[config.mk]
export PLATFORM = sky130hd
export DESIGN_NAME = stopwatch_with_long_press_off_top_flat
export DESIGN_NICKNAME = d
export VERILOG_FILES = /design/src/rtl/swlp_pkg.sv /design/src/rtl/swlp_in_if.sv /design/src/rtl/swlp_out_if.sv /design/src/rtl/swlp_cfg_if.sv /design/src/rtl/swlp_cfg_regs.sv /design/src/rtl/swlp_rem_pipe.sv /design/src/rtl/swlp_core.sv /design/src/rtl/stopwatch_with_long_press_off_top.sv /design/src/flat_wrapper.sv
export SDC_FILE = /design/constraint.sdc
export NUM_CORES = 2
export LEC_CHECK = 0
export BUFFER_PORTS_ARGS = -buffer_cell sky130_fd_sc_hd__buf_2
export CORE_MARGIN = 2
export CORE_UTILIZATION = 65
export CTS_CLUSTER_SIZE = 16
export DETAILED_ROUTE_END_ITERATION = 8
export HOLD_SLACK_MARGIN = 0.05
export MAX_ROUTING_LAYER = met4
export PLACE_DENSITY = 0.82
export REMOVE_ABC_BUFFERS = 1
export SLEW_MARGIN = 20
export SYNTH_ARGS = -nofsm -noshare
export SYNTH_HDL_FRONTEND = slang
export SYNTH_HIERARCHICAL = 1
export SYNTH_SLANG_ARGS = --single-unit
[constraint.sdc]
create_clock -name clk -period 87.7 [get_ports clk]
set_input_delay 26.31 -clock clk [delete_from_list [all_inputs] [get_ports clk]]
set_output_delay 26.31 -clock clk [all_outputs]
set_load 0.02 [all_outputs]
[src/rtl/swlp_pkg.sv]
// Shared types and constants of the stopwatch block.
// No dependencies.
package swlp_pkg;

  localparam int STAMP_W  = 16;
  localparam int PERIOD_W = 17;
  localparam int LIMIT_W  = 16;
  localparam int CFG_IDX_W = 2;

  typedef enum logic [1:0] {
    CMD_TICK  = 2'd0,
    CMD_START = 2'd1,
    CMD_PAUSE = 2'd2,
    CMD_EDGE  = 2'd3
  } cmd_t;

  typedef enum logic [1:0] {
    MODE_STOPPED  = 2'd0,
    MODE_COUNTING = 2'd1,
    MODE_PAUSED   = 2'd2,
    MODE_OFF      = 2'd3
  } mode_t;

  localparam logic [CFG_IDX_W-1:0] REG_LIMIT  = 2'd0;
  localparam logic [CFG_IDX_W-1:0] REG_PERIOD = 2'd1;

  localparam logic [9:0] MILLI_MAX  = 10'd999;
  localparam logic [5:0] SECOND_MAX = 6'd59;
  localparam logic [6:0] MINUTE_MAX = 7'd99;

  localparam logic [LIMIT_W-1:0]  LIMIT_RESET  = 16'd300;
  localparam logic [PERIOD_W-1:0] PERIOD_RESET = 17'd20001;

  // One remainder lane: partial remainder and the dividend bits not yet consumed.
  typedef struct packed {
    logic [STAMP_W-1:0] rem;
    logic [STAMP_W-1:0] bits;
  } lane_t;

  typedef struct packed {
    cmd_t  cmd;
    logic  edge_second;
    lane_t la;
    lane_t lb;
  } stage_t;

endpackage

[src/rtl/swlp_in_if.sv]
// Input event channel: valid/ready handshake with cmd and edge_time.
// Depends on nothing.
interface swlp_in_if;
  logic        valid;
  logic        ready;
  logic [1:0]  cmd;
  logic [15:0] edge_time;

  modport source (output valid, output cmd, output edge_time, input ready);
  modport sink (input valid, input cmd, input edge_time, output ready);
endinterface

[src/rtl/swlp_out_if.sv]
// Result channel: valid/ready handshake with the displayed count and run state.
// Depends on nothing.
interface swlp_out_if;
  logic       valid;
  logic       ready;
  logic [6:0] minutes;
  logic [5:0] seconds;
  logic [9:0] millis;
  logic [1:0] run_state;

  modport source (output valid, output minutes, output seconds, output millis,
                  output run_state, input ready);
  modport sink (input valid, input minutes, input seconds, input millis,
                input run_state, output ready);
endinterface

[src/rtl/swlp_cfg_if.sv]
// Configuration write channel: valid/ready handshake with register index and data.
// Depends on nothing.
interface swlp_cfg_if;
  logic        valid;
  logic        ready;
  logic [1:0]  index;
  logic [16:0] data;

  modport source (output valid, output index, output data, input ready);
  modport sink (input valid, input index, input data, output ready);
endinterface

[src/rtl/swlp_cfg_regs.sv]
// Configuration registers: long-press limit and timestamp counter period.
// Depends on swlp_pkg and swlp_cfg_if.
module swlp_cfg_regs (
  input  logic                        clk,
  input  logic                        rst,
  swlp_cfg_if.sink                    cfg,
  output logic [swlp_pkg::LIMIT_W-1:0]  limit,
  output logic [swlp_pkg::PERIOD_W-1:0] period
);
  import swlp_pkg::*;

  assign cfg.ready = 1'b1;

  always_ff @(posedge clk) begin
    if (rst) begin
      limit  <= LIMIT_RESET;
      period <= PERIOD_RESET;
    end else if (cfg.valid && cfg.ready) begin
      unique case (cfg.index)
        REG_LIMIT:  limit  <= cfg.data[LIMIT_W-1:0];
        REG_PERIOD: period <= cfg.data[PERIOD_W-1:0];
        default: ;
      endcase
    end
  end

endmodule

[src/rtl/swlp_rem_pipe.sv]
// Pipelined restoring remainder: reduces both edge stamps modulo the period,
// one dividend bit per stage. Depends on swlp_pkg.
module swlp_rem_pipe (
  input  logic                          clk,
  input  logic                          rst,
  input  logic                          advance,
  input  logic                          head_valid,
  input  swlp_pkg::stage_t              head,
  input  logic [swlp_pkg::PERIOD_W-1:0] period,
  output logic                          tail_valid,
  output swlp_pkg::stage_t              tail
);
  import swlp_pkg::*;

  localparam int STEPS = STAMP_W;

  stage_t            pipe_q [STEPS];
  logic [STEPS-1:0]  valid_q;

  // A zero period means 2^17, larger than any stamp: never subtract.
  function automatic lane_t rem_step(lane_t l, logic [PERIOD_W-1:0] p);
    logic [PERIOD_W-1:0] r2;
    lane_t               res;
    r2 = {l.rem, l.bits[STAMP_W-1]};
    if (p != '0 && r2 >= p) begin
      r2 = r2 - p;
    end
    res.rem  = r2[STAMP_W-1:0];
    res.bits = {l.bits[STAMP_W-2:0], 1'b0};
    return res;
  endfunction

  function automatic stage_t stage_step(stage_t s, logic [PERIOD_W-1:0] p);
    stage_t res;
    res    = s;
    res.la = rem_step(s.la, p);
    res.lb = rem_step(s.lb, p);
    return res;
  endfunction

  always_ff @(posedge clk) begin
    if (rst) begin
      valid_q <= '0;
    end else if (advance) begin
      valid_q <= {valid_q[STEPS-2:0], head_valid};
    end
  end

  always_ff @(posedge clk) begin
    if (advance) begin
      pipe_q[0] <= stage_step(head, period);
      for (int k = 1; k < STEPS; k++) begin
        pipe_q[k] <= stage_step(pipe_q[k-1], period);
      end
    end
  end

  assign tail_valid = valid_q[STEPS-1];
  assign tail       = pipe_q[STEPS-1];

endmodule

[src/rtl/swlp_core.sv]
// Stopwatch state and result register: run mode, time count, long-press check.
// Depends on swlp_pkg and swlp_out_if.
module swlp_core (
  input  logic                          clk,
  input  logic                          rst,
  input  logic                          stg_valid,
  input  swlp_pkg::stage_t              stg,
  input  logic [swlp_pkg::PERIOD_W-1:0] period,
  input  logic [swlp_pkg::LIMIT_W-1:0]  limit,
  output logic                          advance,
  swlp_out_if.source                    resp
);
  import swlp_pkg::*;

  localparam int GAP_W = PERIOD_W + 1;
  localparam logic [GAP_W-1:0] PERIOD_ZERO_EFF = 18'h20000;

  mode_t      mode, mode_next;
  logic [6:0] minute_count, minute_next;
  logic [5:0] second_count, second_next;
  logic [9:0] milli_count, milli_next;
  logic       out_valid;

  logic [10:0]      milli_tmp;
  logic [6:0]       second_tmp;
  logic [7:0]       minute_tmp;
  logic [GAP_W-1:0] p_eff, gap;
  logic             long_press;

  assign advance = !out_valid || resp.ready;

  // Edge gap modulo the period, in 0 .. period-1.
  always_comb begin
    p_eff = (period == '0) ? PERIOD_ZERO_EFF : {1'b0, period};
    if (stg.la.rem >= stg.lb.rem) begin
      gap = {2'b00, stg.la.rem} - {2'b00, stg.lb.rem};
    end else begin
      gap = {2'b00, stg.la.rem} + p_eff - {2'b00, stg.lb.rem};
    end
    long_press = gap > {2'b00, limit};
  end

  // One tick with carries; out-of-range digits wrap to zero.
  always_comb begin
    milli_tmp  = {1'b0, milli_count} + 11'd1;
    second_tmp = {1'b0, second_count};
    minute_tmp = {1'b0, minute_count};
    if (milli_tmp > {1'b0, MILLI_MAX}) begin
      milli_tmp  = '0;
      second_tmp = second_tmp + 7'd1;
    end
    if (second_tmp > {1'b0, SECOND_MAX}) begin
      second_tmp = '0;
      minute_tmp = minute_tmp + 8'd1;
    end
    if (minute_tmp > {1'b0, MINUTE_MAX}) begin
      minute_tmp = '0;
    end
  end

  always_comb begin
    mode_next   = mode;
    minute_next = minute_count;
    second_next = second_count;
    milli_next  = milli_count;
    if (mode != MODE_OFF) begin
      unique case (stg.cmd)
        CMD_TICK: begin
          if (mode == MODE_COUNTING) begin
            milli_next  = milli_tmp[9:0];
            second_next = second_tmp[5:0];
            minute_next = minute_tmp[6:0];
          end
        end
        CMD_START: mode_next = MODE_COUNTING;
        CMD_PAUSE: mode_next = MODE_PAUSED;
        CMD_EDGE: begin
          mode_next   = (stg.edge_second && long_press) ? MODE_OFF : MODE_STOPPED;
          minute_next = '0;
          second_next = '0;
          milli_next  = '0;
        end
        default: ;
      endcase
    end
  end

  always_ff @(posedge clk) begin
    if (rst) begin
      mode         <= MODE_STOPPED;
      minute_count <= '0;
      second_count <= '0;
      milli_count  <= '0;
      out_valid    <= 1'b0;
    end else if (advance) begin
      out_valid <= stg_valid;
      if (stg_valid) begin
        mode         <= mode_next;
        minute_count <= minute_next;
        second_count <= second_next;
        milli_count  <= milli_next;
      end
    end
  end

  // The state registers are the result register: they change only on a load.
  assign resp.valid     = out_valid;
  assign resp.minutes   = minute_count;
  assign resp.seconds   = second_count;
  assign resp.millis    = milli_count;
  assign resp.run_state = mode;

endmodule

[src/rtl/stopwatch_with_long_press_off_top.sv]
// Stopwatch with long-press power-off. One event is taken per clock cycle
// while no finished result is stalled on resp; its result (count and run
// state after the event) passes the 16-stage remainder pipeline that reduces
// reset-edge stamps modulo counter_period and is then registered in the core.
// The whole pipeline holds while a finished result waits on resp, so
// req.ready is low only then. Configuration writes are always ready and
// take effect at once; write them only while no event is in flight.
module stopwatch_with_long_press_off_top (
  input  logic       clk,
  input  logic       rst,
  swlp_in_if.sink    req,
  swlp_out_if.source resp,
  swlp_cfg_if.sink   cfg
);
  import swlp_pkg::*;

  logic [LIMIT_W-1:0]  limit;
  logic [PERIOD_W-1:0] period;
  logic                advance;
  logic                in_xfer;
  logic                entry_phase;
  logic [STAMP_W-1:0]  first_stamp;
  cmd_t                req_cmd;
  stage_t              head;
  stage_t              tail;
  logic                tail_valid;

  swlp_cfg_regs u_cfg (
    .clk    (clk),
    .rst    (rst),
    .cfg    (cfg),
    .limit  (limit),
    .period (period)
  );

  assign req.ready = advance;
  assign in_xfer   = req.valid && advance;
  assign req_cmd   = cmd_t'(req.cmd);

  // Track the edge phase at entry so the first stamp rides along with the
  // edge that closes the pair. Once the watch is off nothing downstream reads it.
  always_ff @(posedge clk) begin
    if (rst) begin
      entry_phase <= 1'b0;
      first_stamp <= '0;
    end else if (in_xfer && req_cmd == CMD_EDGE) begin
      entry_phase <= ~entry_phase;
      if (!entry_phase) begin
        first_stamp <= req.edge_time;
      end
    end
  end

  always_comb begin
    head.cmd         = req_cmd;
    head.edge_second = entry_phase && (req_cmd == CMD_EDGE);
    head.la.rem      = '0;
    head.la.bits     = req.edge_time;
    head.lb.rem      = '0;
    head.lb.bits     = first_stamp;
  end

  swlp_rem_pipe u_pipe (
    .clk        (clk),
    .rst        (rst),
    .advance    (advance),
    .head_valid (in_xfer),
    .head       (head),
    .period     (period),
    .tail_valid (tail_valid),
    .tail       (tail)
  );

  swlp_core u_core (
    .clk       (clk),
    .rst       (rst),
    .stg_valid (tail_valid),
    .stg       (tail),
    .period    (period),
    .limit     (limit),
    .advance   (advance),
    .resp      (resp)
  );

endmodule

[src/flat_wrapper.sv]
// flat-port wrapper written by rule: the top's interface ports become plain ports
module stopwatch_with_long_press_off_top_flat import swlp_pkg::*;
  (clk, rst, req_valid, req_cmd, req_edge_time, req_ready, resp_valid, resp_minutes, resp_seconds, resp_millis, resp_run_state, resp_ready, cfg_valid, cfg_index, cfg_data, cfg_ready);
  swlp_in_if req_i ();
  swlp_out_if resp_i ();
  swlp_cfg_if cfg_i ();
  input  logic clk;
  input  logic rst;
  input wire logic [$bits(req_i.valid)-1:0] req_valid;
  input wire logic [$bits(req_i.cmd)-1:0] req_cmd;
  input wire logic [$bits(req_i.edge_time)-1:0] req_edge_time;
  output wire logic [$bits(req_i.ready)-1:0] req_ready;
  output wire logic [$bits(resp_i.valid)-1:0] resp_valid;
  output wire logic [$bits(resp_i.minutes)-1:0] resp_minutes;
  output wire logic [$bits(resp_i.seconds)-1:0] resp_seconds;
  output wire logic [$bits(resp_i.millis)-1:0] resp_millis;
  output wire logic [$bits(resp_i.run_state)-1:0] resp_run_state;
  input wire logic [$bits(resp_i.ready)-1:0] resp_ready;
  input wire logic [$bits(cfg_i.valid)-1:0] cfg_valid;
  input wire logic [$bits(cfg_i.index)-1:0] cfg_index;
  input wire logic [$bits(cfg_i.data)-1:0] cfg_data;
  output wire logic [$bits(cfg_i.ready)-1:0] cfg_ready;
  assign req_i.valid = req_valid;
  assign req_i.cmd = req_cmd;
  assign req_i.edge_time = req_edge_time;
  assign req_ready = req_i.ready;
  assign resp_valid = resp_i.valid;
  assign resp_minutes = resp_i.minutes;
  assign resp_seconds = resp_i.seconds;
  assign resp_millis = resp_i.millis;
  assign resp_run_state = resp_i.run_state;
  assign resp_i.ready = resp_ready;
  assign cfg_i.valid = cfg_valid;
  assign cfg_i.index = cfg_index;
  assign cfg_i.data = cfg_data;
  assign cfg_ready = cfg_i.ready;
  stopwatch_with_long_press_off_top u_core (.clk(clk), .rst(rst), .req(req_i), .resp(resp_i), .cfg(cfg_i));
endmodule
; ---- Yosys cells after proc, flatten, opt, wreduce, memory -nomap -nowiden
; Memories as Yosys holds them, arrays and structs flattened.
; Index checks and enable logic that the tools add are counted.
[totals]
word_cells = 225
ramBits = 1040
regBits = 92
output_inout_bits = 28
in_bits = 42
mem_count = 1
[op_classes]
n_eq_ne = 8
order_cmp = 37
bitwise = 1
muxes = 81
addsub = 38
reduce_logical = 49
[mem_list]
columns = memory, depth, width, rd, rd_clocked_by_memory_dff, write_ports, line
row1 = u_core.u_pipe.pipe_q, 16, 65, 16, 0, 16, swlp_rem_pipe.sv:17  ; stage_t pipe_q [STEPS];
[ops]
columns = cell, count
row1 = 2-to-1 mux 16 bit, 64
row2 = >= comparator 17 bit, 30
row3 = subtractor 16 bit, 30
row4 = logical AND 1 bit, 36
row5 = 2-to-1 mux 18 bit, 2
row6 = >= comparator 1 x 17 -> 1 bit, 2
row7 = subtractor 1 x 16 -> 16 bit, 2
row8 = 2-to-1 mux 7 bit, 3
row9 = 2-to-1 mux 10 bit, 2
row10 = case mux 10 bit (2 select lines), 1
row11 = adder 16 x 18 -> 18 bit, 1
row12 = greater-than comparator 18 x 16 -> 1 bit, 1
row13 = subtractor 18 x 16 -> 18 bit, 1
row14 = logical NOT 17 bit, 1
row15 = nonzero test 17 bit, 1
row16 = subtractor 16 x 16 -> 17 bit, 1
row17 = >= comparator 16 bit, 1
row18 = case mux 7 bit (2 select lines), 1
row19 = 2-to-1 mux 6 bit, 2
row20 = case mux 6 bit (2 select lines), 1
row21 = adder 10 x 1 -> 11 bit (second input constant), 1
row22 = greater-than comparator 11 x 10 -> 1 bit (second input constant), 1
row23 = adder 7 x 1 -> 8 bit (second input constant), 1
row24 = greater-than comparator 8 x 7 -> 1 bit (second input constant), 1
row25 = 18 further kinds, 27

; ---- Longest topological paths before layout
[logic_depth]
word_depth = 9
mapped_depth = 23
depth_no_buf = 21

; ---- Hierarchy
; The synthesis kept the hierarchy.
[modules_own_cells]
columns = module, n_inst, area_each_um2, cells_per_inst, seq_area_each_um2
row1 = swlp_rem_pipe, 1, 55011.5, 4770, 24343.3
row2 = swlp_core, 1, 4548.1, 633, 520.5
row3 = swlp_cfg_regs, 1, 1426.4, 140, 660.6
row4 = stopwatch_with_long_press_off_top, 1, 789.5, 78, 340.3

; ---- Worst setup path before layout
; No wires, ideal clock.
[synth_timing]
path_type = input to output
startpoint = in resp_ready
endpoint = out req_ready
t_arrival_ps = 45553
slack_ps = 15837
t_required_ps = 61390
stages = 1
path_buffers = 0
cell_sequence = nand2b_1
[synth_between]
elab_chain_cells = 1
[synth_lines]
columns = item, line
row1 = "start, declared", flat_wrapper.sv:18  ; input wire logic [$bits(resp_i.ready)-1:0] resp_ready;
row2 = logical OR 1 bit, swlp_core.sv:30  ; assign advance = !out_valid || resp.ready;
row3 = "end, declared", flat_wrapper.sv:12  ; output wire logic [$bits(req_i.ready)-1:0] req_ready;
; No other way between the ends.

; ---- Worst setup path after layout
; Ends and elaborated chain as after synthesis.

==> flow_summary.toml <==
[outcome]
outcome = "finished, final reports clean"

[power]
total_power_w = 0.00276
p_per_area_mw_per_mm2 = 41.5
ir_drop_uv = 23.5
p_leak_nw = 27.6

[clock_tree]
cts_tree = "done"
htree_levels = 3
clockRootBuffer = "clkbuf_16"
cts_hold_buf = 0
cts_buffer_depth = 3
postCtsSetupBuffers = 0
ctsResizeCount = 0
clock_latency_ns = 0.70
clk_pin_slew_ns = 0.06
cts_sinks = 892
numCtsBuffers = 94

[floorplan]
fp.dieArea_mm2 = 0.0971
dieHeight_um = 312
core_area_mm2 = 0.0936
die_w_um = 312
floorplan.initialDensity = 0.657
ios = 70
core.rowCount = 112

[logic_synthesis]
synth_area_per_cell_um2 = 11.0
synth_area_mm2 = 0.0615
syn_inst = 5588
synth-warning-count = 6

[place]
gp_congestion = 0.929
io_buffers = 68
place_area_mm2 = 0.0632
dp_hpwl_um = 95500

[timing]
tightest_slew_ns = 1.08
fin_crit_sh = 0.611
report.final.slew_viol_count = 0
layout_min_cycle_time_ns = 53.56
finalSetupTns_ns = 0
fmax_mhz = 18.7
whs_ns = 0.398
setup_viol = 0
slew_headroom = 0.273
rsz0062_at_grt = "false"
finalHoldViolations = 0
fin_skew_ns = 0.0421

[setup_path]
cp_common_cell = "buf_2"
worstPathRequired_ns = 61.39
cpPeakStageDelay_ns = 0.52
path_max_fanout = 45
crit_slowest_cell = "nand2b_4"
crit_buf_inv = 2
crit_chain = "buf_2 > nand2b_4 > buf_2"
critPathKind = "in2out"
critPathCaptureType = "primary output"
crit_arrival_ns = 27.25
start_kind = "primary input"
critical-path-top-delay-family = "simple AND/OR/NAND/NOR gates"

[drt]
dr_total_vias = 44500
drt_iter0_drc = 3796
drc = 0
avgRoutedWirePerCell_um = 20.2
viasPerCell = 6.31
drt-total-wl_um = 142000
antenna_left = 0
drt_pass1_iterations = 6

[final_layout]
drive_gt1_frac = 0.145
nNetsFinal = 6414
areaGrowthSynthToFinish_pct = 8.21
antenna_cells = 0
fin_area_mm2 = 0.0666
layout_common_cells = "edfxtp_1 (800), ha_1 (598), mux2_2 (423)"
post-route-util = 0.711
layout_commonest_cell = "edfxtp_1"

[global_route]
grt_pass1_wl_um = 225000
antenna_found_initial = 2
grt_pass1_vias = 43300
grt_remaining_overflow = 0
grt_usage = 0.296
grt_max_degree = 96

[min_path]
min_path_type = "reg2reg"

[flow_run]
drv_cap = 0
==> sequential cells by signal (all words and copies together), names as in the netlist <==
name	count
u_core/u_core/resp.minutes	7
u_core/u_core/resp.run_state	2
u_core/u_core/resp.valid	1
u_core/entry_phase	1
u_core/u_core/resp.seconds	6
u_core/u_core/resp.millis	10
u_core/u_pipe/pipe_q	800
u_core/u_cfg/period	17
u_core/u_pipe/valid_q	16
u_core/u_cfg/limit	16
u_core/first_stamp	16
==> stage by stage <==
| stage | setup WS (ns) | std cells |
|---|---|---|
| final | 34.14 | 7059 |
| after global routing | 34.09 | 7059 |
| after global placement | 34.17 | 6882 |
| after detailed placement | 34.15 | 6882 |
| after floorplan | 15.31 | 5517 |
| after CTS | 34.15 | 7058 |
==> worst paths after layout <==
kind,startpoint,endpoint,slack [ns],depth (start not counted)
setup / recovery,resp_ready,req_ready,34.14,3
hold / removal,u_core/u_pipe/pipe_q[0][324]$_DFFE_PP_,u_core/u_pipe/pipe_q[0][388]$_DFFE_PP_,0.40,0
setup reg to reg,u_core/u_cfg/period[0]$_SDFFE_PP1P_,u_core/u_core/resp.run_state[1]$_SDFFE_PP0P_,82.32,17
hold reg to reg,u_core/u_pipe/pipe_q[0][324]$_DFFE_PP_,u_core/u_pipe/pipe_q[0][388]$_DFFE_PP_,0.40,0
==> area by class of cell <==
| cell class | instances | area [µm²] |
|---|---|---|
| clock buffer | 130 | 2690 |
| inverter | 311 | 1170 |
| sequential | 892 | 25900 |
| timing repair buffer | 112 | 686 |
| multi-input combinational | 4314 | 34000 |
| fill | 6598 | 27000 |
| tap | 1254 | 1570 |
| clock inverter | 46 | 651 |
==> where the power goes <==
part / total [W] / switching, W / leakage, nW / internal [W]
clock: 0.000429 / 0.000177 / 1.61 / 0.000252
sequential: 0.000773 / 0.0000922 / 9.44 / 0.000681
combinational: 0.00156 / 0.000808 / 16.5 / 0.000755
==> per-layer routing <==
layer  global-route usage  share of wire  vias up  routed length (µm)
met5                    -              0        -                   0
met4                0.130          0.048        0                6890
met3               0.0333          0.059      371                8390
met2                0.476           0.47     1493               67200
met1                0.379           0.42    21400               59700
li1                     -              -    21200                   -
==> worst reg2reg max path, stage by stage (launching register included) <==
cell and delay (ns):
dfxtp_2 0.92, inv_1 0.11, ha_1 0.30, inv_1 0.04, ha_1 0.20, fa_1 0.43
a21o_1 0.21, a21oi_1 0.28, o211ai_1 0.19, a31oi_1 0.31, o21ai_0 0.16, xnor2_1 0.20
o21ai_0 0.15, ha_1 0.33, nand4_1 0.16, nor4_1 0.54, a41oi_1 0.30, a311o_1 0.44
Power figures use the tool's default switching activity.
